$ cat src/design/doip_uds_request_responder_assert.svh
`ifndef DOIP_UDS_REQUEST_RESPONDER_ASSERT_SVH
`define DOIP_UDS_REQUEST_RESPONDER_ASSERT_SVH
// implication checked every clock outside reset
`define DUR_ASSERT_IMP(lbl, clk, rst_n, a, b) \
    lbl: assert property (@(posedge clk) disable iff (!rst_n) (a) |-> (b)) \
        else $error("assertion failed");
// next-cycle implication
`define DUR_ASSERT_NXT(lbl, clk, rst_n, a, b) \
    lbl: assert property (@(posedge clk) disable iff (!rst_n) (a) |=> (b)) \
        else $error("assertion failed");
`endif

$ cat src/design/dur_pkg.sv
package dur_pkg;

    localparam int FRAME_LIMIT = 64;
    localparam int HEAD_DEPTH = 18;
    localparam int LEN_W = 5;

    localparam logic [15:0] ECU_RESET = 16'h0201;

    // doip payload types
    localparam logic [15:0] PT_ROUTING = 16'h0005;
    localparam logic [15:0] PT_DIAG = 16'h8001;

    // uds services and codes
    localparam logic [7:0] SID_SESSION = 8'h10;
    localparam logic [7:0] SID_READ_DTC = 8'h19;
    localparam logic [7:0] SID_READ_DID = 8'h22;
    localparam logic [7:0] SID_WRITE_DID = 8'h2E;
    localparam logic [7:0] SID_IO_CTRL = 8'h2F;
    localparam logic [7:0] RSP_BIT = 8'h40;
    localparam logic [7:0] NEG_RSP = 8'h7F;
    localparam logic [7:0] NRC_NOT_SUPPORTED = 8'h11;
    localparam logic [7:0] NRC_SUB_FUNC = 8'h12;
    localparam logic [7:0] NRC_LENGTH = 8'h13;
    localparam logic [7:0] NRC_RANGE = 8'h31;
    localparam logic [7:0] NRC_SESSION = 8'h7E;
    localparam logic [7:0] SUB_DEFAULT = 8'h01;
    localparam logic [7:0] SUB_EXTENDED = 8'h03;
    localparam logic [7:0] SUB_DTC_MASK = 8'h02;
    localparam logic [7:0] IO_RETURN = 8'h00;
    localparam logic [7:0] IO_ADJUST = 8'h03;
    localparam logic [15:0] DID_THRESHOLD = 16'h2001;
    localparam logic [15:0] DID_MOTOR = 16'h4000;
    localparam logic [15:0] THR_MAX = 16'd500;
    localparam logic [7:0] SPEED_MAX = 8'd100;

    typedef enum logic [1:0] {
        OP_BYTE  = 2'd0,
        OP_OPEN  = 2'd1,
        OP_CLOSE = 2'd2,
        OP_NONE  = 2'd3
    } t_op;

    // one answer job handed from front to back
    typedef struct packed {
        logic             close;
        logic [LEN_W-1:0] len;
        logic [15:0]      sa;
        logic [7:0]       u0;
        logic [7:0]       u1;
        logic [7:0]       u2;
        logic [7:0]       u3;
        logic [7:0]       u4;
        logic             routing;
        logic             sess;
        logic             ovr;
        logic             dir;
        logic [6:0]       spd;
        logic [8:0]       thr;
    } t_job;

    typedef enum logic [0:0] {
        ST_IDLE = 1'b0,
        ST_SEND = 1'b1
    } t_state;

endpackage

$ cat src/design/dur_front.sv
module dur_front (
    input  logic           i_clk,
    input  logic           i_rst_n,
    input  logic           i_valid,
    output logic           o_stall,
    input  logic [1:0]     i_operation,
    input  logic [7:0]     i_rx_byte,
    output logic           o_job_valid,
    input  logic           i_job_ready,
    output dur_pkg::t_job  o_job
);

    logic [7:0]  r_head [dur_pkg::HEAD_DEPTH];
    logic [32:0] r_seen, n_seen;
    logic [31:0] r_plen, n_plen;
    logic        r_closing, n_closing;
    logic        r_sess, n_sess;
    logic        r_ovr, n_ovr;
    logic        r_dir, n_dir;
    logic [6:0]  r_spd, n_spd;
    logic [8:0]  r_thr, n_thr;
    logic        acc;
    logic        emit;
    logic [7:0]  d [dur_pkg::HEAD_DEPTH];
    dur_pkg::t_job job;
    logic [31:0] dl;
    logic [15:0] did, raw;
    logic [7:0]  sid;

    assign o_stall = !i_job_ready;
    assign acc = i_valid && i_job_ready;

    always_ff @(posedge i_clk) begin
        if (acc && i_operation == dur_pkg::OP_BYTE && !r_closing
                && r_seen < 33'(dur_pkg::HEAD_DEPTH)) begin
            r_head[r_seen[4:0]] <= i_rx_byte;
        end
    end

    // current view of the head including this byte
    always_comb begin
        for (int k = 0; k < dur_pkg::HEAD_DEPTH; k++) begin
            d[k] = (r_seen == 33'(k)) ? i_rx_byte : r_head[k];
        end
    end

    always_comb begin
        n_seen = r_seen; n_plen = r_plen; n_closing = r_closing;
        n_sess = r_sess; n_ovr = r_ovr; n_dir = r_dir; n_spd = r_spd; n_thr = r_thr;
        emit = 1'b0;
        job = '0;
        dl = '0; did = '0; raw = '0; sid = '0;
        unique case (dur_pkg::t_op'(i_operation))
            dur_pkg::OP_OPEN: begin
                n_seen = '0; n_plen = '0; n_closing = 1'b0;
            end
            dur_pkg::OP_CLOSE: begin
                n_seen = '0; n_closing = 1'b1;
                emit = 1'b1; job.close = 1'b1;
            end
            dur_pkg::OP_BYTE: begin
                if (!r_closing) begin
                    n_seen = r_seen + 33'd1;
                    if (n_seen == 33'd8) begin
                        n_plen = {d[4], d[5], d[6], d[7]};
                    end
                    if (n_seen >= 33'd8 && n_seen == 33'd8 + {1'b0, n_plen}) begin
                        n_seen = '0;
                        emit = 1'b1;
                        job.sa = {d[8], d[9]};
                        sid = d[12];
                        dl = n_plen - 32'd4;
                        did = {d[13], d[14]};
                        raw = {d[15], d[16]};
                        job.u0 = dur_pkg::NEG_RSP; job.u1 = sid; job.len = 5'd15;
                        if ({1'b0, n_plen} + 33'd8 > 33'(dur_pkg::FRAME_LIMIT)) begin
                            job.close = 1'b1;
                        end else if ({d[2], d[3]} == dur_pkg::PT_ROUTING) begin
                            if (n_plen < 32'd7) job.close = 1'b1;
                            else begin
                                job.routing = 1'b1; job.len = 5'd19;
                            end
                        end else if ({d[2], d[3]} == dur_pkg::PT_DIAG && n_plen >= 32'd5) begin
                            priority case (sid)
                                dur_pkg::SID_SESSION: begin
                                    if (dl < 32'd2) job.u2 = dur_pkg::NRC_LENGTH;
                                    else if (d[13] != dur_pkg::SUB_EXTENDED
                                             && d[13] != dur_pkg::SUB_DEFAULT)
                                        job.u2 = dur_pkg::NRC_SUB_FUNC;
                                    else begin
                                        n_sess = (d[13] == dur_pkg::SUB_EXTENDED);
                                        n_ovr = 1'b0; n_dir = 1'b0; n_spd = '0;
                                        job.u0 = dur_pkg::SID_SESSION | dur_pkg::RSP_BIT;
                                        job.u1 = d[13]; job.len = 5'd14;
                                    end
                                end
                                dur_pkg::SID_READ_DTC: begin
                                    if (dl < 32'd3) job.u2 = dur_pkg::NRC_LENGTH;
                                    else if (d[13] != dur_pkg::SUB_DTC_MASK)
                                        job.u2 = dur_pkg::NRC_SUB_FUNC;
                                    else begin
                                        job.u0 = dur_pkg::SID_READ_DTC | dur_pkg::RSP_BIT;
                                        job.u1 = dur_pkg::SUB_DTC_MASK; job.u2 = 8'h00;
                                        job.u3 = d[14]; job.len = 5'd16;
                                    end
                                end
                                dur_pkg::SID_WRITE_DID: begin
                                    if (dl < 32'd5) job.u2 = dur_pkg::NRC_LENGTH;
                                    else if (!r_sess) job.u2 = dur_pkg::NRC_SESSION;
                                    else if (did != dur_pkg::DID_THRESHOLD || raw < 16'd1
                                             || raw > dur_pkg::THR_MAX)
                                        job.u2 = dur_pkg::NRC_RANGE;
                                    else begin
                                        n_thr = raw[8:0];
                                        job.u0 = dur_pkg::SID_WRITE_DID | dur_pkg::RSP_BIT;
                                        job.u1 = dur_pkg::DID_THRESHOLD[15:8];
                                        job.u2 = dur_pkg::DID_THRESHOLD[7:0];
                                    end
                                end
                                dur_pkg::SID_READ_DID: begin
                                    if (dl < 32'd3) job.u2 = dur_pkg::NRC_LENGTH;
                                    else if (did != dur_pkg::DID_THRESHOLD)
                                        job.u2 = dur_pkg::NRC_RANGE;
                                    else begin
                                        job.u0 = dur_pkg::SID_READ_DID | dur_pkg::RSP_BIT;
                                        job.u1 = dur_pkg::DID_THRESHOLD[15:8];
                                        job.u2 = dur_pkg::DID_THRESHOLD[7:0];
                                        job.u3 = {7'd0, r_thr[8]}; job.u4 = r_thr[7:0];
                                        job.len = 5'd17;
                                    end
                                end
                                dur_pkg::SID_IO_CTRL: begin
                                    if (dl < 32'd4) job.u2 = dur_pkg::NRC_LENGTH;
                                    else if (!r_sess) job.u2 = dur_pkg::NRC_SESSION;
                                    else if (did != dur_pkg::DID_MOTOR) job.u2 = dur_pkg::NRC_RANGE;
                                    else if (d[15] == dur_pkg::IO_ADJUST && dl < 32'd6)
                                        job.u2 = dur_pkg::NRC_LENGTH;
                                    else if (d[15] == dur_pkg::IO_ADJUST
                                             || d[15] == dur_pkg::IO_RETURN) begin
                                        if (d[15] == dur_pkg::IO_ADJUST) begin
                                            n_ovr = 1'b1; n_dir = (d[16] != 8'h00);
                                            n_spd = (d[17] > dur_pkg::SPEED_MAX)
                                                    ? dur_pkg::SPEED_MAX[6:0] : d[17][6:0];
                                        end else begin
                                            n_ovr = 1'b0; n_dir = 1'b0; n_spd = '0;
                                        end
                                        job.u0 = dur_pkg::SID_IO_CTRL | dur_pkg::RSP_BIT;
                                        job.u1 = dur_pkg::DID_MOTOR[15:8];
                                        job.u2 = dur_pkg::DID_MOTOR[7:0];
                                    end else job.u2 = dur_pkg::NRC_SUB_FUNC;
                                end
                                default: job.u2 = dur_pkg::NRC_NOT_SUPPORTED;
                            endcase
                        end else begin
                            job.close = 1'b1;
                        end
                        if (job.close) n_closing = 1'b1;
                    end
                end
            end
            default: ;
        endcase
        job.sess = n_sess; job.ovr = n_ovr; job.dir = n_dir;
        job.spd = n_spd; job.thr = n_thr;
    end

    assign o_job_valid = acc && emit;
    assign o_job = job;

    always_ff @(posedge i_clk) begin
        if (!i_rst_n) begin
            r_seen <= '0; r_plen <= '0; r_closing <= 1'b0; r_sess <= 1'b0;
            r_ovr <= 1'b0; r_dir <= 1'b0; r_spd <= '0; r_thr <= '0;
        end else if (acc) begin
            r_seen <= n_seen; r_plen <= n_plen; r_closing <= n_closing; r_sess <= n_sess;
            r_ovr <= n_ovr; r_dir <= n_dir; r_spd <= n_spd; r_thr <= n_thr;
        end
    end

endmodule

$ cat src/design/dur_queue.sv
module dur_queue (
    input  logic           i_clk,
    input  logic           i_rst_n,
    input  logic           i_wr,
    input  dur_pkg::t_job  i_data,
    output logic           o_ready,
    output logic           o_valid,
    input  logic           i_rd,
    output dur_pkg::t_job  o_data
);

    dur_pkg::t_job r_mem [2];
    logic          r_wp, r_rp;
    logic [1:0]    r_cnt;
    logic          wr, rd;

    assign o_ready = r_cnt != 2'd2;
    assign o_valid = r_cnt != 2'd0;
    assign wr = i_wr && o_ready;
    assign rd = i_rd && o_valid;
    assign o_data = r_mem[r_rp];

    always_ff @(posedge i_clk) begin
        if (wr) r_mem[r_wp] <= i_data;
    end

    always_ff @(posedge i_clk) begin
        if (!i_rst_n) begin
            r_wp <= 1'b0; r_rp <= 1'b0; r_cnt <= '0;
        end else begin
            if (wr) r_wp <= !r_wp;
            if (rd) r_rp <= !r_rp;
            r_cnt <= r_cnt + {1'b0, wr} - {1'b0, rd};
        end
    end

endmodule

$ cat src/design/dur_back.sv
module dur_back (
    input  logic           i_clk,
    input  logic           i_rst_n,
    input  logic [15:0]    i_ecu,
    input  logic           i_job_valid,
    output logic           o_job_take,
    input  dur_pkg::t_job  i_job,
    output logic           o_valid,
    input  logic           i_stall,
    output logic [7:0]     o_tx_byte,
    output logic           o_tx_last,
    output logic           o_close_request,
    output logic           o_session_active,
    output logic           o_override_active,
    output logic           o_motor_direction,
    output logic [6:0]     o_motor_speed,
    output logic [8:0]     o_stop_threshold
);

    dur_pkg::t_state r_state, n_state;
    logic [4:0] r_idx, n_idx;
    logic [7:0] b;
    logic       last;
    logic       fire;

    assign fire = o_valid && !i_stall;
    assign last = i_job.close || (r_idx == i_job.len - 5'd1);

    always_comb begin
        n_state = r_state;
        n_idx = r_idx;
        unique case (r_state)
            dur_pkg::ST_IDLE: if (i_job_valid) n_state = dur_pkg::ST_SEND;
            dur_pkg::ST_SEND: if (fire) begin
                if (last) begin
                    n_state = dur_pkg::ST_IDLE;
                    n_idx = '0;
                end else n_idx = r_idx + 5'd1;
            end
            default: n_state = dur_pkg::ST_IDLE;
        endcase
    end

    always_comb begin
        b = 8'h00;
        if (i_job.routing) begin
            unique case (r_idx)
                5'd0: b = 8'h03;  5'd1: b = 8'hFC;  5'd3: b = 8'h06;  5'd7: b = 8'h0B;
                5'd8: b = i_ecu[15:8];  5'd9: b = i_ecu[7:0];
                5'd10: b = i_job.sa[15:8];  5'd11: b = i_job.sa[7:0];
                5'd12: b = 8'h10;
                default: b = 8'h00;
            endcase
        end else begin
            unique case (r_idx)
                5'd0: b = 8'h03;  5'd1: b = 8'hFC;  5'd2: b = 8'h80;  5'd3: b = 8'h01;
                5'd7: b = 8'(i_job.len - 5'd8);
                5'd8: b = i_ecu[15:8];  5'd9: b = i_ecu[7:0];
                5'd10: b = i_job.sa[15:8];  5'd11: b = i_job.sa[7:0];
                5'd12: b = i_job.u0;  5'd13: b = i_job.u1;  5'd14: b = i_job.u2;
                5'd15: b = i_job.u3;  5'd16: b = i_job.u4;
                default: b = 8'h00;
            endcase
        end
        if (i_job.close) b = 8'h00;
    end

    always_comb begin
        o_valid = (r_state == dur_pkg::ST_SEND) && i_job_valid;
        o_job_take = fire && last;
        o_tx_byte = b;
        o_tx_last = last;
        o_close_request = i_job.close;
        o_session_active = i_job.sess;
        o_override_active = i_job.ovr;
        o_motor_direction = i_job.dir;
        o_motor_speed = i_job.spd;
        o_stop_threshold = i_job.thr;
    end

    always_ff @(posedge i_clk) begin
        if (!i_rst_n) begin
            r_state <= dur_pkg::ST_IDLE;
            r_idx <= '0;
        end else begin
            r_state <= n_state;
            r_idx <= n_idx;
        end
    end

endmodule

$ cat src/design/doip_uds_request_responder.sv
// DoIP/UDS responder for one diagnostic connection. Each received byte, open or
// peer close is one request on i_valid/o_stall, taken while o_stall is low; a
// finished frame queues an answer job (two-deep queue) and the back end, after
// an idle state per job, plays it out one byte per cycle while i_stall is low on
// o_valid/i_stall: 19 bytes for routing activation, 14 to 17 for UDS, one result
// for a close. Frames overlap with sending until the queue fills. i_cfg_data
// (ecu address) is written over i_cfg_valid/o_cfg_ready.
`include "doip_uds_request_responder_assert.svh"
module doip_uds_request_responder (
    input  logic        i_clk,
    input  logic        i_rst_n,
    input  logic        i_cfg_valid,
    output logic        o_cfg_ready,
    input  logic [15:0] i_cfg_data,
    input  logic        i_valid,
    output logic        o_stall,
    input  logic [1:0]  i_operation,
    input  logic [7:0]  i_rx_byte,
    output logic        o_valid,
    input  logic        i_stall,
    output logic [7:0]  o_tx_byte,
    output logic        o_tx_last,
    output logic        o_close_request,
    output logic        o_session_active,
    output logic        o_override_active,
    output logic        o_motor_direction,
    output logic [6:0]  o_motor_speed,
    output logic [8:0]  o_stop_threshold
);

    logic [15:0]   r_ecu;
    logic          f_valid, q_ready, q_valid, q_take;
    dur_pkg::t_job f_job, q_job;

    assign o_cfg_ready = 1'b1;

    always_ff @(posedge i_clk) begin
        if (!i_rst_n) r_ecu <= dur_pkg::ECU_RESET;
        else if (i_cfg_valid) r_ecu <= i_cfg_data;
    end

    dur_front u_front (
        .i_clk, .i_rst_n, .i_valid, .o_stall,
        .i_operation, .i_rx_byte,
        .o_job_valid(f_valid), .i_job_ready(q_ready), .o_job(f_job)
    );

    dur_queue u_queue (
        .i_clk, .i_rst_n, .i_wr(f_valid), .i_data(f_job), .o_ready(q_ready),
        .o_valid(q_valid), .i_rd(q_take), .o_data(q_job)
    );

    dur_back u_back (
        .i_clk, .i_rst_n, .i_ecu(r_ecu),
        .i_job_valid(q_valid), .o_job_take(q_take), .i_job(q_job),
        .o_valid, .i_stall, .o_tx_byte, .o_tx_last, .o_close_request,
        .o_session_active, .o_override_active, .o_motor_direction,
        .o_motor_speed, .o_stop_threshold
    );

    `DUR_ASSERT_IMP(a_close_last, i_clk, i_rst_n, o_valid && o_close_request, o_tx_last)
    `DUR_ASSERT_IMP(a_speed_max, i_clk, i_rst_n, o_valid, o_motor_speed <= 7'd100)
    `DUR_ASSERT_IMP(a_stall_full, i_clk, i_rst_n, !q_ready, o_stall && q_valid)

endmodule
$ cat config.mk
export PLATFORM = sky130hd
export DESIGN_NAME = doip_uds_request_responder
export DESIGN_NICKNAME = d
export VERILOG_FILES = /design/src/design/dur_pkg.sv /design/src/design/dur_front.sv /design/src/design/dur_queue.sv /design/src/design/dur_back.sv /design/src/design/doip_uds_request_responder.sv
export VERILOG_INCLUDE_DIRS = /design/src /design/src/design
export SDC_FILE = /design/constraint.sdc
export NUM_CORES = 1
export LEC_CHECK = 0
export BUFFER_PORTS_ARGS = -buffer_cell sky130_fd_sc_hd__buf_2
export CAP_MARGIN = 40
export CORE_MARGIN = 4
export CORE_UTILIZATION = 60
export DETAILED_ROUTE_END_ITERATION = 10
export PLACE_DENSITY = 0.77
export SLEW_MARGIN = 30
export SYNTH_ARGS = -nofsm -noshare
export SYNTH_HDL_FRONTEND = slang
export SYNTH_SLANG_ARGS = --single-unit
$ cat constraint.sdc
create_clock -name i_clk -period 11 [get_ports i_clk]
set_input_delay 0 -clock i_clk [delete_from_list [all_inputs] [get_ports i_clk]]
set_output_delay 0 -clock i_clk [all_outputs]
set_load 0.005 [all_outputs]
# Word level (Yosys, flattened, before mapping)

Memories as Yosys holds them, arrays and structs flattened. A register that Yosys moved wholly into a read port is not among the register bits.
Cells that the tools add are included.

Bits of input ports: 31
Output and inout bits: 32
Word-level logic and storage cells: 293
Bits in registers: 111
Memories kept: 2
Memory bits (writable): 308

Reduce and logical (&&, ||, !) cells: 36
Muxes and demuxes: 171
Bitwise operators: 1
$add $sub $neg: 8
Eq/ne operators: 48
Magnitude comparators: 13

Memory list:

| name           | depth | width | rd ports | clocked after Yosys merged registers in | wr ports | RTL line        | text |
|---|---|---|---|---|---|---|---|
| u_queue.r_mem  | 2     | 82    | 1        | 1                                       | 1        | dur_queue.sv:12 | `dur_pkg::t_job r_mem [2];` |
| u_front.r_head | 18    | 8     | 14       | 0                                       | 1        | dur_front.sv:13 | `logic [7:0] r_head [dur_pkg::HEAD_DEPTH];` |

Operators by type and width:

| cell                                                                   | count |
|---|---|
| 33-bit by 4-bit equality test with 1-bit output, second input constant | 7 |
| 8-bit 2-to-1 mux                                                       | 28 |
| 33-bit by 3-bit equality test with 1-bit output, second input constant | 4 |
| 32-bit by 3-bit < comparator with 1-bit output, second input constant  | 4 |
| 16-bit 2-to-1 mux                                                      | 8 |
| 32-bit 2-to-1 mux                                                      | 4 |
| 63-bit 2-to-1 mux                                                      | 2 |
| 8-bit one-hot mux with 14 select lines                                 | 1 |
| 9-bit 2-to-1 mux                                                       | 12 |
| 7-bit 2-to-1 mux                                                       | 15 |
| 40-bit 2-to-1 mux                                                      | 2 |
| 16-bit one-hot mux with 5 select lines                                 | 1 |
| 8-bit one-hot mux with 9 select lines                                  | 1 |
| 33-bit by 2-bit equality test with 1-bit output, second input constant | 2 |
| 33-bit by 5-bit equality test with 1-bit output, second input constant | 2 |
| 33-bit 2-to-1 mux                                                      | 2 |
| 33-bit one-hot mux with 2 select lines                                 | 1 |
| 32-bit by 2-bit < comparator with 1-bit output, second input constant  | 2 |
| 32-bit one-hot mux with 2 select lines                                 | 1 |
| 62-bit 2-to-1 mux                                                      | 1 |
| 1-bit 2-to-1 mux                                                       | 60 |
| 5-bit 2-to-1 mux                                                       | 12 |
| 14-bit 2-to-1 mux                                                      | 3 |
| 41-bit 2-to-1 mux                                                      | 1 |
| other kinds (55)                                                       | 101 |

# Depth between registers and ports, before layout

Gate-level depths: netlist of run 1.

Word-level depth: 19
Mapped depth: 30
Mapped depth without buffers: 24

# Hierarchy

Synthesis of run 1 repeated with hierarchy kept, for this count alone.

Cells, all modules: 2,361
Area total of the unflattened synthesis: 23,453.7 µm²

By module, submodules not included:

| module                     | seq. area each (µm²) | area each (µm²) | instances | cells each |
|---|---|---|---|---|
| dur_front                  | 5,064.9              | 15,079.5        | 1         | 1,808 |
| dur_queue                  | 5,024.8              | 6,216.0         | 1         | 285 |
| dur_back                   | 120.1                | 1,536.5         | 1         | 215 |
| doip_uds_request_responder | 320.3                | 621.8           | 1         | 53 |

# Least setup slack after synthesis of run 1

OpenSTA, ideal clock, no wires.

Kind: reg2reg
Start point: register u_front.r_seen[1]
End point: memory u_queue.r_mem[0][0] (netlist name), enable pin
Clock period less this slack: 10.021 ns
Path buffers: 5
Required time: 10.480 ns
Stages on the path, launching flop included: 26
Setup time: 0.520 ns
Setup slack: 0.979 ns
Arrival time: 9.501 ns
Cell sequence: dfxtp_1 ha_1 nand3_1 or4_1 clkbuf_1 or4_1 nand4_1 nor4_1 nand4_1 clkbuf_1 clkbuf_1 clkbuf_1 o21ai_0 ha_1 xor2_1 xnor2_1 a31oi_1 a21o_1 a221o_1 nor4_1 nand4_1 nor4b_1 clkbuf_1 and2_1 o21a_1 nor2b_1

Longest elaborated chain between the ends: 15
Elaborated cells on any way between the ends: 24
Classes of those cells: add/sub: 2; order compare: 1; eq/ne: 6; mux: 12; reduce/logical: 3

Ends and longest elaborated chain:

| item                                                                                                        | RTL line                         | text |
|---|---|---|
| start: declaration                                                                                          | dur_front.sv:14                  | `logic [32:0] r_seen, n_seen;` |
| start signal: assignment                                                                                    | dur_front.sv:175                 | `r_seen <= n_seen; r_plen <= n_plen; r_closing <= n_closing; r_sess <= n_sess;` |
| 33-bit by 1-bit adder with 33-bit output or 33-bit by 3-bit equality test with 1-bit output (tied branches) | dur_front.sv:63, dur_front.sv:43 |  |
| 33-bit by 4-bit equality test with 1-bit output or 8-bit 2-to-1 mux (tied branches)                         | dur_front.sv:64, dur_front.sv:43 |  |
| 32-bit 2-to-1 mux                                                                                           | dur_front.sv:64                  | `if (n_seen == 33'd8) begin` |
| 32-bit 2-to-1 mux                                                                                           | dur_front.sv:62                  | `if (!r_closing) begin` |
| 32-bit 2-to-1 mux                                                                                           | dur_front.sv:53                  | `unique case (dur_pkg::t_op'(i_operation))` |
| 4-bit by 32-bit adder with 33-bit output                                                                    | dur_front.sv:67                  | `if (n_seen >= 33'd8 && n_seen == 33'd8 + {1'b0, n_plen}) begin` |
| 33-bit equality test                                                                                        | dur_front.sv:67                  |  |
| 1-bit logical AND (*)                                                                                       | dur_front.sv:67                  |  |
| 1-bit 2-to-1 mux (*)                                                                                        | dur_front.sv:67                  |  |
| 1-bit 2-to-1 mux (*)                                                                                        | dur_front.sv:62                  |  |
| 1-bit one-hot mux with 2 select lines (*)                                                                   | dur_front.sv:53                  |  |
| 1-bit logical AND (*)                                                                                       | dur_front.sv:167                 | `assign o_job_valid = acc && emit;` |
| 1-bit logical AND (*)                                                                                       | dur_queue.sv:19                  | `assign wr = i_wr && o_ready;` |
| named net u_queue.wr                                                                                        | dur_queue.sv:15                  | `logic wr, rd;` |
| 1-bit 2-to-1 mux (*)                                                                                        | dur_queue.sv:24                  | `if (wr) r_mem[r_wp] <= i_data;` |
| 1-bit 2-to-1 mux (not written as such) (*)                                                                  | dur_queue.sv:24                  |  |
| end: declaration                                                                                            | dur_queue.sv:12                  |  |

The timed path passes the listed nets; every way through them passes the cells marked *. The select of a mux whose other input is x is not followed.

==> impl_metrics.csv, run 1 <==
group,metric,value,unit
drt,drt-total-wl,78800,µm
timing,layout_min_cycle_time,7.80,ns
job,max_cap_check_violation_count,0,
synth,dominant_combinational_cell_family_by_area_after_synthesis,"simple AND/OR/NAND/NOR gates",
placed_design,place.port_buffers,61,
clock_tree,buffer_levels_on_the_longest_clock_path,3,
placed_design,placed_cell_area,23300,µm²
synth,ys_ff_latch,376,
clock_tree,post-cts-setup-buffer-count,0,
clock_tree,clock_tree_from_tritoncts,"done",
cells_and_area,post_layout_nonfiller_instances,2924,
global_routing,global_route_wire_length_before_repair,119000,µm
drt,route.antenna.remaining_nets,0,
cells_and_area,nets,2435,
floorplan,start_util,61.4,%
timing,maxSlewHeadroom,36.1,%
cells_and_area,final_layout_size_suffix_gt1_share,12.8,%
clock_tree,cts-hold-fix-buffers,44,
clock_tree,post_cts_resize_count,0,
worst_setup_path,timing.setup.critical_path_class,"flop to flop",
timing,clock_skew,0.0164,ns
synth,synth_warnings,0,
clock_tree,cts.reportedPaths.clkPinSlew,0.06,ns
drt,tritonroute_pass_1_iters,5,
power,power_density,126,nW/µm²
cells_and_area,ff_latch_area,10200,µm²
synth,postSynthNetCount,2402,
global_routing,grt_usage,37.4,%
floorplan,number_of_top_level_design_ports,63,
synth,synth_fa_ha_area_share,1.11,%
worst_setup_path,number_of_cells_on_the_worst_reg_to_reg_path,16,
clock_tree,clock-root-buffer,"sky130_fd_sc_hd__clkbuf_16",
synth,number_of_enable_flip_flop_cells_after_synthesis,264,
cells_and_area,flow.area_growth_from_synthesis,11.7,%
placed_design,cells_after_dpl,2797,
clock_tree,numCtsBuffers,41,
synth,post_synth_inst_count,2354,
timing,finalSetupTns,0,ns
cells_and_area,fillers,2826,
synth,synth_area_per_cell,9.64,µm²
synth,synth_ff_type,"sky130_fd_sc_hd__edfxtp_1",
min_path,hold_path_depth,2,
synth,synth.yosys.seq_area_share,44.8,%
worst_setup_path,arrival,8.11,ns
timing,period_share,70.9,%
cells_and_area,finalInstanceArea,25300,µm²
synth,synth_mux_area_share,10.9,%
global_routing,first_global_vias,19400,
floorplan,design.core.area,37000,µm²
global_routing,antenna_violations_before_repair,1,
synth,xor_xnor_fraction_of_synth_area,4.38,%
drt,via_per_inst,6.90,
clock_tree,clock_insertion_delay_worst_skew,0.58,ns
timing,fmax,128,MHz
min_path,timing.hold.worst.class,"primary input to flop",
floorplan,die-width,202,µm
worst_setup_path,timing.critical_path.fanout_max,48,
timing,hold_ws,0.0236,ns
floorplan,rows,70,
worst_setup_path,setup.worst_path.start_class,"flop",
cells_and_area,area_taken_by_multi_input_logic_gates,11700,µm²
drt,via_count,20200,
global_routing,globalRoute.totalOverflow,0,
clock_tree,cts-htree-levels,2,
power,power.static_leakage,8.94,nW
floorplan,die_height,202,µm
outcome,status,"finished, final reports clean",
timing,slew_viol_final,0,
worst_setup_path,critPathRequiredTime,11.31,ns
cells_and_area,finalCoreUtilization,68.5,%
worst_setup_path,end_kind,"flop",
timing,worst-slew-pin-transition,0.958,ns
drt,route.detailed.drc,0,
drt,post_drt_wl_per_cell,27.0,µm
synth,mappedNetlistArea,22700,µm²
clock_tree,cts_sinks,376,
power,ir_worst_vdd,0.000108,V
synth,synth_compound_area_share,13.3,%
synth,yosysUniqueCellTypes,91,
placed_design,place.detailed.hpwl,56000,µm
floorplan,floorplan.die_area,41000,µm²
timing,timing.final.hold_violations,0,
synth,ys_async_sr_fraction,0,%
timing,rsz0062_at_grt,"no",
drt,drtIter0Drc,2643,
global_routing,grt_start_max_net_pins,68,
synth,synth_simple_gate_area_share,21.8,%
timing,setup-violations-final,0,
placed_design,gp_routability_congestion,1.13,
cells_and_area,insertedDiodeCount,0,
-- cells in the final DEF (no fill, tap or decap), types with 56 or more instances in the layout --
cell	n
sky130_fd_sc_hd__buf_2	62
sky130_fd_sc_hd__nor2_1	251
sky130_fd_sc_hd__edfxtp_1	264
sky130_fd_sc_hd__xnor2_1	73
sky130_fd_sc_hd__mux2_2	81
sky130_fd_sc_hd__a21oi_1	89
sky130_fd_sc_hd__nor3_1	86
sky130_fd_sc_hd__mux2i_1	150
sky130_fd_sc_hd__dfxtp_1	111
sky130_fd_sc_hd__o21ai_0	76
sky130_fd_sc_hd__nand2_1	179
sky130_fd_sc_hd__nand4_1	56
sky130_fd_sc_hd__nand3_1	97
-- per-layer routing --
layer,GRT usage [%],vias to the layer above,wire length (µm),share of wire (%)
met5,0,-,0,0
met4,20.9,0,5190,6.6
met3,6.31,278,6690,8.5
met2,61.5,1240,37100,47
met1,47.1,9703,29900,38
li1,-,8943,-,-
-- cell type report --
cell class	count	area share, %
Multi-Input combinational cell	1770	46.3
Sequential cell	376	40.2
Timing Repair Buffer	151	4.52
Clock buffer	48	4.36
Tap cell	504	2.49
Clock inverter	28	1.48
Inverter	47	0.697
-- final timing paths --
check / start / endpoint / slack (ns)
min: i_rx_byte[1] / u_front.r_head[5][1] / 0.02
min reg2reg: u_front.r_thr[7] / u_front.r_thr[7] / 0.49
max reg2reg: u_front.r_seen[4] / u_queue.r_mem[1][14] / 3.20
max: u_front.r_seen[4] / u_queue.r_mem[1][14] / 3.20
-- synthesized netlist by cell type (all sizes together), types with 6 or more instances --
cell / count / share of area [%]
a211oi: 22 / 0.73
mux2i: 153 / 6.9
o31ai: 24 / 0.79
a211o: 6 / 0.23
a31oi: 40 / 1.1
nor2b: 13 / 0.36
nor4b: 12 / 0.46
a2111oi: 6 / 0.23
or3: 18 / 0.50
a221oi: 14 / 0.54
a21o: 7 / 0.23
xor2: 37 / 1.5
buf: 28 / 0.67
and2: 39 / 1.1
nand3b: 6 / 0.20
mux2: 81 / 4.0
edfxtp: 264 / 35
a21oi: 89 / 2.0
nand3: 97 / 2.1
a22oi: 40 / 1.3
nor4: 57 / 1.7
nand4: 57 / 1.6
and3: 36 / 0.99
o21a: 12 / 0.40
and4: 17 / 0.66
a22o: 16 / 0.62
xnor2: 73 / 2.8
nor2: 253 / 4.2
nor3: 87 / 1.9
a32oi: 8 / 0.31
nor3b: 9 / 0.30
nand4b: 9 / 0.35
clkbuf: 133 / 2.2
or4: 25 / 0.86
o31a: 8 / 0.31
nand2b: 14 / 0.39
or2: 16 / 0.44
o211ai: 14 / 0.46
dfxtp: 112 / 9.9
nand2: 179 / 3.0
o21ai: 78 / 1.7
inv: 46 / 0.76
ha: 17 / 0.94
o22ai: 11 / 0.30
-- flip-flops by register name, summed over array words and instances (netlist names), named ones only --
register	flops
u_queue.r_mem	152
u_front.r_head	112
u_front.r_seen	33
u_front.r_plen	32
r_ecu	16
u_front.r_thr	9
u_front.r_spd	7
u_back.r_idx	5
u_queue.r_cnt	2
u_back.r_state	1
u_front.r_closing	1
u_front.r_dir	1
u_front.r_ovr	1
u_front.r_sess	1
u_queue.r_rp	1
u_queue.r_wp	1
-- worst max-delay path, stage by stage (launching register included) --
cell and delay (ns):
sky130_fd_sc_hd__dfxtp_1 0.72, sky130_fd_sc_hd__nand4_1 0.48, sky130_fd_sc_hd__or4_1 0.75, sky130_fd_sc_hd__o31ai_1 0.44, sky130_fd_sc_hd__nand4_1 0.13, sky130_fd_sc_hd__nor4_1 0.54, sky130_fd_sc_hd__and4_2 0.34, sky130_fd_sc_hd__buf_4 0.54
sky130_fd_sc_hd__mux2_2 0.45, sky130_fd_sc_hd__inv_1 0.10, sky130_fd_sc_hd__ha_1 0.27, sky130_fd_sc_hd__nand2_1 0.07, sky130_fd_sc_hd__a21oi_1 0.77, sky130_fd_sc_hd__and3_1 0.41, sky130_fd_sc_hd__nor4bb_1 0.78, sky130_fd_sc_hd__nand2_1 0.35
sky130_fd_sc_hd__a22o_1 0.35
-- power breakdown --
group / internal (mW) / switching (mW) / total (mW) / leakage, nW
logic: 0.0462 / 0.0939 / 0.140 / 4.90
clock network: 0.897 / 0.613 / 1.51 / 0.725
registers: 1.52 / 0.00950 / 1.53 / 3.32
-- kinds of logic (layout without fill, tap and decap cells) --
logic type / count (synthesis) / after routing
AO/OA/AOI/OAI: 445 / 445
XOR/XNOR: 111 / 111
multiplexers: 234 / 234
other: 1 / 1
flip-flops: 376 / 376
buffers and inverters: 208 / 274
adder cells (fa/ha/maj): 21 / 21
AND/OR/NAND/NOR: 958 / 958
-- metrics by stage --
step / worst slack, ns / power [mW]
6_report: 3.20 / 3.18
3_3_place_gp: 3.43 / 1.67
2_1_floorplan: 0.979 / 1.62
5_1_grt: 2.69 / 3.26
3_5_place_dp: 3.22 / 1.68
4_1_cts: 3.19 / 3.18
(Power assumes the default switching activity.)
==> run 2: changes to the inputs <==
--- a/config.mk
+++ b/config.mk
@@ -6,6 +6,7 @@
 export SDC_FILE = /design/constraint.sdc
 export NUM_CORES = 1
 export LEC_CHECK = 0
+export ABC_AREA = 1
 export BUFFER_PORTS_ARGS = -buffer_cell sky130_fd_sc_hd__buf_2
 export CAP_MARGIN = 40
 export CORE_MARGIN = 4
==> constraint.sdc (replaced) <==
create_clock -name i_clk -period 7.51 [get_ports i_clk]
set_input_delay 0 -clock i_clk [delete_from_list [all_inputs] [get_ports i_clk]]
set_output_delay 0 -clock i_clk [all_outputs]
set_load 0.005 [all_outputs]
==> run 2 against run 1 <==
  * Clock skew is 0.015 ns higher
  * Wire length is 0.21% higher
  * Global-route usage is 0.55 points higher
  * Non-clock buffer count is 18 lower
  * Count of clock-buffer cells in the layout is 3 higher
  * Die area is 2.1% lower
  * Fmax is 11% higher
==> impl_metrics.csv, run 2 <==
group,metric,value,unit
worst_setup_path,reg2reg_setup_slack,0.50,ns
placed_design,place.port_buffers,61,
worst_setup_path,number_of_cells_on_the_worst_reg_to_reg_path,27,
clock_tree,cts_sinks,376,
worst_setup_path,r2r_start,"u_front.r_seen[5]",
worst_setup_path,setup.worst_path.start_class,"flop",
timing,worst-slew-pin-transition,0.866,ns
power,power_density,182,nW/µm²
floorplan,floorplan.die_area,40100,µm²
cells_and_area,mostFrequentLayoutCells,"sky130_fd_sc_hd__nand2_1, sky130_fd_sc_hd__nor2_1, sky130_fd_sc_hd__inv_1",
global_routing,globalRoute.totalOverflow,0,
cells_and_area,largest-register,"u_queue.r_mem",
timing,period_share,93.3,%
synth,post_synth_inst_count,3073,
floorplan,start_util,60.7,%
synth,synth_most_common_cell,"sky130_fd_sc_hd__nand2_1",
synth,mappedNetlistArea,22200,µm²
drt,via_count,22600,
cells_and_area,fillers,2980,
cells_and_area,flow.area_growth_from_synthesis,11.8,%
worst_setup_path,arrival,7.46,ns
synth,synth_fa_ha_area_share,0.959,%
drt,drt-total-wl,79000,µm
global_routing,antenna_violations_before_repair,1,
clock_tree,clock-root-buffer,"sky130_fd_sc_hd__clkbuf_16",
timing,slew_viol_final,0,
floorplan,die_height,200,µm
clock_tree,clock_insertion_delay_worst_skew,0.58,ns
power,power.static_leakage,10.7,nW
global_routing,global_route_wire_length_before_repair,121000,µm
global_routing,first_global_vias,20900,
min_path,hold_start,"i_cfg_valid",
clock_tree,cts.reportedPaths.clkPinSlew,0.06,ns
worst_setup_path,critPathRequiredTime,7.96,ns
floorplan,die-width,200,µm
placed_design,place.detailed.hpwl,56300,µm
synth,synth_area_leader_cell,"sky130_fd_sc_hd__edfxtp_1",
timing,rsz0062_at_grt,"no",
synth,synth_mux_area_share,0.186,%
cells_and_area,mostFrequentLayoutCell,"sky130_fd_sc_hd__nand2_1",
placed_design,gp_routability_congestion,1.05,
timing,setup-violations-final,0,
cells_and_area,nets,3217,
synth,yosysUniqueCellTypes,63,
cells_and_area,insertedDiodeCount,0,
drt,via_per_inst,6.15,
timing,maxSlewHeadroom,41.8,%
drt,route.detailed.drc,0,
synth,synth_cell_count_leaders,"sky130_fd_sc_hd__nand2_1, sky130_fd_sc_hd__nor2_1, sky130_fd_sc_hd__inv_1, sky130_fd_sc_hd__edfxtp_1, sky130_fd_sc_hd__nand3_1",
global_routing,grt_start_max_net_pins,77,
synth,synth_warnings,0,
drt,tritonroute_pass_1_iters,7,
synth,synth_ff_type,"sky130_fd_sc_hd__edfxtp_1",
synth,synth_area_per_cell,7.22,µm²
synth,synth_compound_area_share,9.13,%
cells_and_area,final_layout_size_suffix_gt1_share,7.28,%
clock_tree,clock_tree_from_tritoncts,"done",
clock_tree,buffer_levels_on_the_longest_clock_path,3,
worst_setup_path,timing.rr.end,"u_front.r_closing",
synth,ys_ff_latch,376,
timing,clock_skew,0.0311,ns
timing,fmax,143,MHz
min_path,timing.hold.worst.class,"primary input to flop",
outcome,status,"finished, final reports clean",
synth,synth.yosys.seq_area_share,45.8,%
synth,ys_async_sr_fraction,0,%
floorplan,number_of_top_level_design_ports,63,
synth,synth_top_area_share,35.7,%
timing,hold_ws,0.0960,ns
timing,finalSetupTns,0,ns
drt,drtIter0Drc,3659,
cells_and_area,largest_register_ffs,152,
clock_tree,numCtsBuffers,40,
synth,postSynthNetCount,3121,
synth,xor_xnor_fraction_of_synth_area,1.09,%
clock_tree,cts-htree-levels,2,
synth,ys_top_cells_by_area,"sky130_fd_sc_hd__edfxtp_1, sky130_fd_sc_hd__nand2_1, sky130_fd_sc_hd__dfxtp_1",
synth,dominant_combinational_cell_family_by_area_after_synthesis,"simple AND/OR/NAND/NOR gates",
floorplan,rows,70,
synth,synth_simple_gate_area_share,35.1,%
drt,post_drt_wl_per_cell,21.5,µm
job,max_cap_check_violation_count,0,
drt,route.antenna.remaining_nets,0,
min_path,whs_endpoint,"r_ecu[4]",
synth,number_of_enable_flip_flop_cells_after_synthesis,264,
worst_setup_path,timing.setup.critical_path_class,"flop to flop",
timing,timing.final.hold_violations,0,
floorplan,design.core.area,36500,µm²
global_routing,grt_usage,37.9,%
min_path,hold_path_depth,3,
power,ir_worst_vdd,0.000226,V
worst_setup_path,end_kind,"flop",
worst_setup_path,timing.critical_path.fanout_max,14,
timing,layout_min_cycle_time,7.01,ns
[run 2: cell types whose count changed in the layout (fill, tap and decap cells not counted), moves of 68 or more]
cell,delta
sky130_fd_sc_hd__a21oi_1,+79
sky130_fd_sc_hd__inv_1,+283
sky130_fd_sc_hd__mux2_2,-80
sky130_fd_sc_hd__mux2i_1,-147
sky130_fd_sc_hd__nand2_1,+838
sky130_fd_sc_hd__nand3_1,+76
sky130_fd_sc_hd__nor2_1,+160
sky130_fd_sc_hd__xnor2_1,-68
[run 2: final cells by class]
type / count / area [µm²] / area share, %
clock inverter: 22 / 236 / 0.953
tap: 468 / 586 / 2.36
clock buffer: 51 / 1090 / 4.41
sequential: 376 / 10200 / 41.0
inverter: 357 / 1340 / 5.41
multi-input combinational: 2261 / 10300 / 41.7
timing repair buffer: 133 / 1040 / 4.20
[run 2: power by group]
group / switching, mW / internal, mW
sequential: 0.0171 / 2.24
clock: 0.851 / 1.18
combinational: 0.158 / 0.0622
[run 2: stage by stage]
step	area [µm²]	util [%]	worst slack [ns]	power, mW	std cells
2_1_floorplan	22200	-	0.0381	2.40	3073
3_3_place_gp	22900	62.7	1.09	2.48	3543
3_5_place_dp	23000	62.9	0.999	2.49	3546
4_1_cts	24800	67.8	0.826	4.49	3666
5_1_grt	24800	67.9	0.270	4.63	3668
6_report	24800	67.9	0.500	4.51	3668
[run 2: logic make-up (layout without fill, tap and decap cells)]
group | after synthesis | count (layout)
AND/OR/NAND/NOR | 1841 | 1841
XOR/XNOR | 26 | 26
other | 1 | 1
adder cells (fa/ha/maj) | 17 | 17
flip-flops | 376 | 376
buffers and inverters | 436 | 563
AO/OA/AOI/OAI | 372 | 372
multiplexers | 4 | 4
[run 2: worst max-delay path, stage by stage (launching register included)]
cell and delay [ns]:
sky130_fd_sc_hd__dfxtp_1 0.37, sky130_fd_sc_hd__nor3_1 0.43, sky130_fd_sc_hd__inv_2 0.14, sky130_fd_sc_hd__nor2_1 0.48
sky130_fd_sc_hd__nand2_1 0.34, sky130_fd_sc_hd__inv_2 0.17, sky130_fd_sc_hd__nand3_1 0.42, sky130_fd_sc_hd__o21ai_0 0.51
sky130_fd_sc_hd__nand4_1 0.17, sky130_fd_sc_hd__nand2_1 0.37, sky130_fd_sc_hd__nand2_1 0.16, sky130_fd_sc_hd__nor2_1 0.25
sky130_fd_sc_hd__inv_1 0.07, sky130_fd_sc_hd__nor2_1 0.20, sky130_fd_sc_hd__nand2_1 0.18, sky130_fd_sc_hd__nand2_1 0.12
sky130_fd_sc_hd__nand2_1 0.06, sky130_fd_sc_hd__nor2_1 0.13, sky130_fd_sc_hd__nand3_1 0.10, sky130_fd_sc_hd__nor2_1 0.32
sky130_fd_sc_hd__and2_2 0.26, sky130_fd_sc_hd__o21ai_0 0.19, sky130_fd_sc_hd__nand3_1 0.11, sky130_fd_sc_hd__nand3_1 0.09
sky130_fd_sc_hd__nand2_1 0.08, sky130_fd_sc_hd__dlygate4sd3_1 0.56, sky130_fd_sc_hd__a21oi_1 0.06, sky130_fd_sc_hd__dlygate4sd3_1 0.56
[run 2: layer usage]
metal	part of all wire (%)	vias up	GRT usage, %
met5	0	-	0
met1	39	10300	55.1
li1	-	10300	-
met2	43	1742	57.3
met3	15	223	9.36
met4	3.2	0	10.5
[run 2: how the worst max path moves through the flow]
stage                      startpoint  slack [ns]                    to
global placement    u_front.r_seen[5]        1.09  u_queue.r_mem[1][15]
finish              u_front.r_seen[5]        0.50     u_front.r_closing
global route        u_front.r_seen[0]        0.27     u_front.r_closing
floorplan           u_front.r_seen[0]        0.04   u_queue.r_mem[0][0]
CTS                 u_front.r_seen[5]        0.83     u_front.r_closing
detailed placement  u_front.r_seen[5]         1.0  u_queue.r_mem[1][15]
[run 2: what timing repair did]
item,CTS,global route
setup buffers,0,0
hold buffers,47,0
endpoints found under the setup margin,0,0
hold endpoints to repair,142,0
gates resized for setup,0,0
